`src/hdl/ssfc_pkg.sv`:
```
// -----------------------------------------------------------------------------
// ssfc_pkg
// Shared codes, widths and types of the sorted symbol frequency counter.
// -----------------------------------------------------------------------------
package ssfc_pkg;

	localparam int SYMBOL_W = 32;
	localparam int COUNT_W  = 32;

	localparam int DEF_TABLE_DEPTH  = 64;
	localparam int DEF_SYMBOL_BYTES = 4;

	// request kinds on the slave tuser
	localparam logic [1:0] REQ_ADD  = 2'd0;
	localparam logic [1:0] REQ_GET  = 2'd1;
	localparam logic [1:0] REQ_DUMP = 2'd2;

	// broadcast command to every cell of the chain
	typedef struct packed {
		logic compare;   // latch less / hit flags against the broadcast key
		logic hit_inc;   // bump the count of the hit cell
		logic insert;    // open a slot and write the broadcast key
		logic rotate;    // move every valid entry one place towards cell 0
	} ssfc_cmd_t;

	// per-cell status back to the controller
	typedef struct packed {
		logic less;      // entry valid and below the broadcast key
		logic hit;       // entry valid and equal to the broadcast key
	} ssfc_flags_t;

endpackage

```
`src/hdl/ssfc_cell.sv`:
```
// -----------------------------------------------------------------------------
// ssfc_cell
// One slot of the sorted chain: a key, its count, and compare flags.
// -----------------------------------------------------------------------------
module ssfc_cell #(
	parameter int INDEX       = 0,
	parameter int KEY_BITS    = 32,
	parameter int TABLE_DEPTH = 64,
	localparam int USED_W     = $clog2(TABLE_DEPTH + 1)
) (
	input  logic                        clk,
	input  logic                        arst_n,
	input  ssfc_pkg::ssfc_cmd_t         cmd,
	input  logic [KEY_BITS-1:0]         new_key,
	input  logic [USED_W-1:0]           used,
	input  logic                        prev_less,
	input  logic [KEY_BITS-1:0]         prev_key,
	input  logic [ssfc_pkg::COUNT_W-1:0] prev_count,
	input  logic [KEY_BITS-1:0]         next_key,
	input  logic [ssfc_pkg::COUNT_W-1:0] next_count,
	input  logic [KEY_BITS-1:0]         wrap_key,
	input  logic [ssfc_pkg::COUNT_W-1:0] wrap_count,
	output logic [KEY_BITS-1:0]         key,
	output logic [ssfc_pkg::COUNT_W-1:0] count,
	output ssfc_pkg::ssfc_flags_t       flags
);
	import ssfc_pkg::*;

	localparam logic [USED_W-1:0] IDX      = USED_W'(INDEX);
	localparam logic [USED_W-1:0] IDX_NEXT = USED_W'(INDEX + 1);

	logic [KEY_BITS-1:0] key_q;
	logic [COUNT_W-1:0]  count_q;
	logic                less_q;
	logic                hit_q;
	logic                valid;

	assign valid = used > IDX;

	always_ff @(posedge clk or negedge arst_n) begin
		if (!arst_n) begin
			less_q <= 1'b0;
			hit_q  <= 1'b0;
		end else if (cmd.compare) begin
			less_q <= valid && (key_q < new_key);
			hit_q  <= valid && (key_q == new_key);
		end
	end

	always_ff @(posedge clk) begin
		if (cmd.hit_inc && hit_q) begin
			// saturate at all ones
			if (count_q != '1) begin
				count_q <= count_q + COUNT_W'(1);
			end
		end else if (cmd.insert && !less_q) begin
			if (prev_less) begin
				key_q   <= new_key;
				count_q <= COUNT_W'(1);
			end else begin
				key_q   <= prev_key;
				count_q <= prev_count;
			end
		end else if (cmd.rotate && valid) begin
			if (IDX_NEXT < used) begin
				key_q   <= next_key;
				count_q <= next_count;
			end else begin
				key_q   <= wrap_key;
				count_q <= wrap_count;
			end
		end
	end

	assign key        = key_q;
	assign count      = count_q;
	assign flags.less = less_q;
	assign flags.hit  = hit_q;

endmodule

```
`config.mk`:
```
export PLATFORM = sky130hd
export DESIGN_NAME = ssfc_cell
export DESIGN_NICKNAME = d
export VERILOG_FILES = /design/src/hdl/ssfc_pkg.sv /design/src/hdl/ssfc_cell.sv
export SDC_FILE = /design/constraint.sdc
export NUM_CORES = 1
export LEC_CHECK = 0
export ABC_AREA = 1
export ABC_CLOCK_PERIOD_IN_PS = 7600
export BUFFER_PORTS_ARGS = -buffer_cell sky130_fd_sc_hd__buf_2
export CORE_AREA = 2 2 118 120
export DETAILED_ROUTE_END_ITERATION = 8
export DIE_AREA = 0 0 120 122
export PLACE_DENSITY = 0.78
export SLEW_MARGIN = 5
export SYNTH_ARGS = -nofsm -noshare
export SYNTH_HDL_FRONTEND = slang
export SYNTH_SLANG_ARGS = --single-unit
export TNS_END_PERCENT = 50
```
`constraint.sdc`:
```
create_clock -name clk -period 7.6 [get_ports clk]
set_clock_uncertainty 0.2 [all_clocks]
set_input_delay 0.76 -clock clk [delete_from_list [all_inputs] [get_ports clk]]
set_output_delay 0.76 -clock clk [all_outputs]
set_load 0.02 [all_outputs]
```
==> impl_metrics.ini <==
[status]
status = complete, no violations

[sta]
hold_viol = 0
drv_slew = 0
setup_total_negative_slack_ns = 0
post_route_fraction_of_the_period_consumed_by_the_critical_path_pct = 43.0
timing.slew.headroom_pct = 20.8
unrepaired_setup_endpoints_after_global_routing = false
setup-violations-final = 0
worst_slew_pin_slew_ns = 1.19
clock.fmax_mhz = 306
post-route-min-period_ns = 3.27
hold_ws_ns = 0.368

[clock_tree]
clk_root_buffer_cell = clkbuf_16
clock_insertion_delay_worst_skew_ns = 0.34
cts-htree-levels = 3
cts_repair_resize_count = 0
clkSinkCount = 66
clkTransAtPathRegs_ns = 0.06
clock_tree_from_tritoncts = built
max-clock-path-buffers = 2
cts_made_buffers = 9

[worst_setup_path]
r2r_cells = 4
critical_path_peak_fanout = 66
required_ns = 7.36
worst-endpoint-arrival_ns = 3.03
regToRegStartpoint = less_q
timing.critical_path.from_type = flop
timing.setup.critical_path_class = flop to flop
worstSetupEndpointType = flop
worst_setup_path_startpoint = less_q

[final_layout]
postLayoutCellArea_sq_um = 7780
final_layout_size_suffix_gt1_share_pct = 31.2
area_growth_syn_to_layout_pct = 33.1
finish.utilization_pct = 57.6
nets_final = 1398
final.fill_count = 1329
n_antenna_cell = 0

[yosys]
post_synth.cell_area_avg_sq_um = 6.89
synth_top_cell_by_area = edfxtp_1
synthTopCellsByArea = edfxtp_1 33%, nand2_1 18%, a21oi_1 9.0%
synth_commonest_cells = 280 x nand2_1, 105 x a21oi_1, 73 x inv_1, 73 x nor2_1, 64 x edfxtp_1
ys_dominant_reg_cell = edfxtp_1
yosys_register_bits = 66
cell_area_after_synthesis_sq_um = 5840
seq_area_frac_synth_pct = 33.7
most_frequent_cell_after_synthesis = nand2_1
synth_async_sr_flop_share_pct = 3.03
yosysWarnings = 0
synthDistinctLibCells = 36
synth_top_area_share_pct = 32.9
synth-edff-count = 64
synthesized_nets = 1119
netlist_instances = 848

[drt]
detail-route-antenna-nets = 0
routed_wl_microns = 21000
dr.pass1.iters = 5
drt_iter0_drc = 756
vias_per_cell = 5.26
dr_total_vias = 6902
drc = 0
wl_per_cell_microns = 16.0

[power_and_ir_drop]
p_leak_nw = 3.97
switching_power_uw = 507
power_density_nw_per_um2 = 190
peakVddDrop_mv = 0.102
power.share.switching_pct = 34.4
pwr-share-seq_pct = 35.9
clock_power_share_pct = 32.9
power.combinational.fraction_pct = 31.2
power_report.internal_total_uw = 968
power.total_mw = 1.47

[min_path]
hold_path.startpoint = hit_q
min_path_cells = 2
hold_path_class = flop to flop

[floorplan]
chipHeight_microns = 122
row_count = 43
placeableCoreArea_sq_um = 13500
start_util_pct = 43.3
die-width_microns = 120
ioPinCount = 304
die-area_sq_um = 14600

[placed_design]
io_buffer_count = 303
place_congestion = 0.970
placement.cell_area_sq_um = 7430
dp_hpwl_microns = 16000

[grt]
grt_start_max_net_pins = 69
grt_antenna_before_repair = 1
grt_pass1_wl_microns = 32200
globalRouteTotalUtil_pct = 28.2
vias_in_the_first_global_route = 6314
globalRoute.totalOverflow = 0

[job]
timing.max_cap.violations = 0
==> registers in the layout, indices dropped and copies added (netlist names) <==
name    flops
less_q      1
key        32
hit_q       1
count      32
==> timing repair <==
action / CTS / global route
hold endpoints to repair: 2 / 0
hold buffers: 1 / 0
buffers inserted: 0 / 0
==> worst max-delay path, cell delays in order, from the launching register on <==
cell	delay [ns]
dfrtp_1	0.49
nor2_4	0.14
buf_4	0.41
inv_2	0.56
a21oi_4	1.00
==> cells in the final DEF, fill, tap and decap left out <==
| cell | netlist | final |
|---|---|---|
| a21o_1 | 1 | 1 |
| a21oi_1 | 105 | 104 |
| a21oi_4 | 0 | 1 |
| a22oi_1 | 34 | 34 |
| buf_2 | 21 | 303 |
| buf_4 | 5 | 6 |
| bufinv_16 | 0 | 3 |
| clkbuf_1 | 12 | 2 |
| clkbuf_16 | 0 | 9 |
| clkinv_2 | 0 | 1 |
| clkinvlp_4 | 0 | 1 |
| dfrtp_1 | 2 | 2 |
| dlygate4sd3_1 | 0 | 1 |
| edfxtp_1 | 64 | 64 |
| ha_1 | 33 | 33 |
| inv_1 | 73 | 73 |
| inv_2 | 5 | 5 |
| nand2_1 | 280 | 280 |
| nand2_2 | 3 | 3 |
| nand2_4 | 1 | 1 |
| nand3_1 | 15 | 15 |
| nand3_2 | 3 | 3 |
| nand3b_1 | 6 | 6 |
| nand4_1 | 7 | 7 |
| nor2_1 | 73 | 73 |
| nor2_2 | 8 | 8 |
| nor2_4 | 4 | 4 |
| nor2_8 | 1 | 1 |
| nor3_1 | 5 | 5 |
| nor3_2 | 1 | 1 |
| o21a_1 | 6 | 6 |
| o21ai_0 | 38 | 38 |
| o21ai_1 | 24 | 24 |
| o21ai_2 | 1 | 1 |
| o21bai_1 | 1 | 1 |
| o22ai_1 | 1 | 1 |
| o31ai_1 | 1 | 1 |
| or2_2 | 2 | 2 |
| xnor2_1 | 2 | 2 |
| xor2_1 | 6 | 6 |
==> kinds of logic after synthesis <==
kind of cell / count (synthesis) / synth area share [%]
AOI/OAI and AO/OA: 212 / 20.1
xor gates and xnor gates: 8 / 1.20
adders and majority gates: 33 / 7.07
buffers and inverters: 120 / 8.61
DFF: 66 / 33.7
and+or+nand+nor: 409 / 29.3
==> metal layers <==
layer | wire length (microns) | part of all wire (%) | global-route usage (%) | vias up
met3 | 1810 | 8.6 | 5.20 | 46
met2 | 9760 | 47 | 45.2 | 348
met4 | 554 | 2.6 | 10.1 | 2
met1 | 8840 | 42 | 38.3 | 3115
met5 | 16 | 0.076 | 0 | -
li1 | - | - | - | 3391
==> power groups by stage <==
stage	Sequential [mW]	Clock [mW]	Combinational [mW]
after floorplan	0.581	0	0.221
after global placement	0.533	0	0.450
after detailed placement	0.535	0	0.455
after CTS	0.528	0.489	0.459
after global routing	0.535	0.501	0.512
final	0.529	0.486	0.460
==> worst paths after layout <==
kind / to / slack [ns]
max in group asynchronous: less_q / 6.57
worst min-delay path: hit_q / 0.37
min in group asynchronous: hit_q / 0.53
worst max-delay path: key[5] / 4.33
worst max register to register: key[5] / 4.33
worst min register to register: hit_q / 0.37
==> final cells by class <==
class / instances / area [sq um] / area share, %
inverters: 78 / 293 / 3.77
well taps: 180 / 225 / 2.90
repair buffers: 310 / 1570 / 20.2
multi-input cells: 662 / 3380 / 43.5
flip-flops and latches: 66 / 1970 / 25.4
clock buffers: 11 / 233 / 2.99
clock inverters: 5 / 103 / 1.32
==> stage by stage <==
| stage | std cells | setup slack (ns) |
|---|---|---|
| after CTS | 1312 | 4.38 |
| after floorplan | 848 | 4.05 |
| final | 1312 | 4.33 |
| after detailed placement | 1295 | 4.05 |
| after global placement | 1295 | 4.07 |
| after global routing | 1312 | 4.16 |
Power figures use the tool's default switching activity.
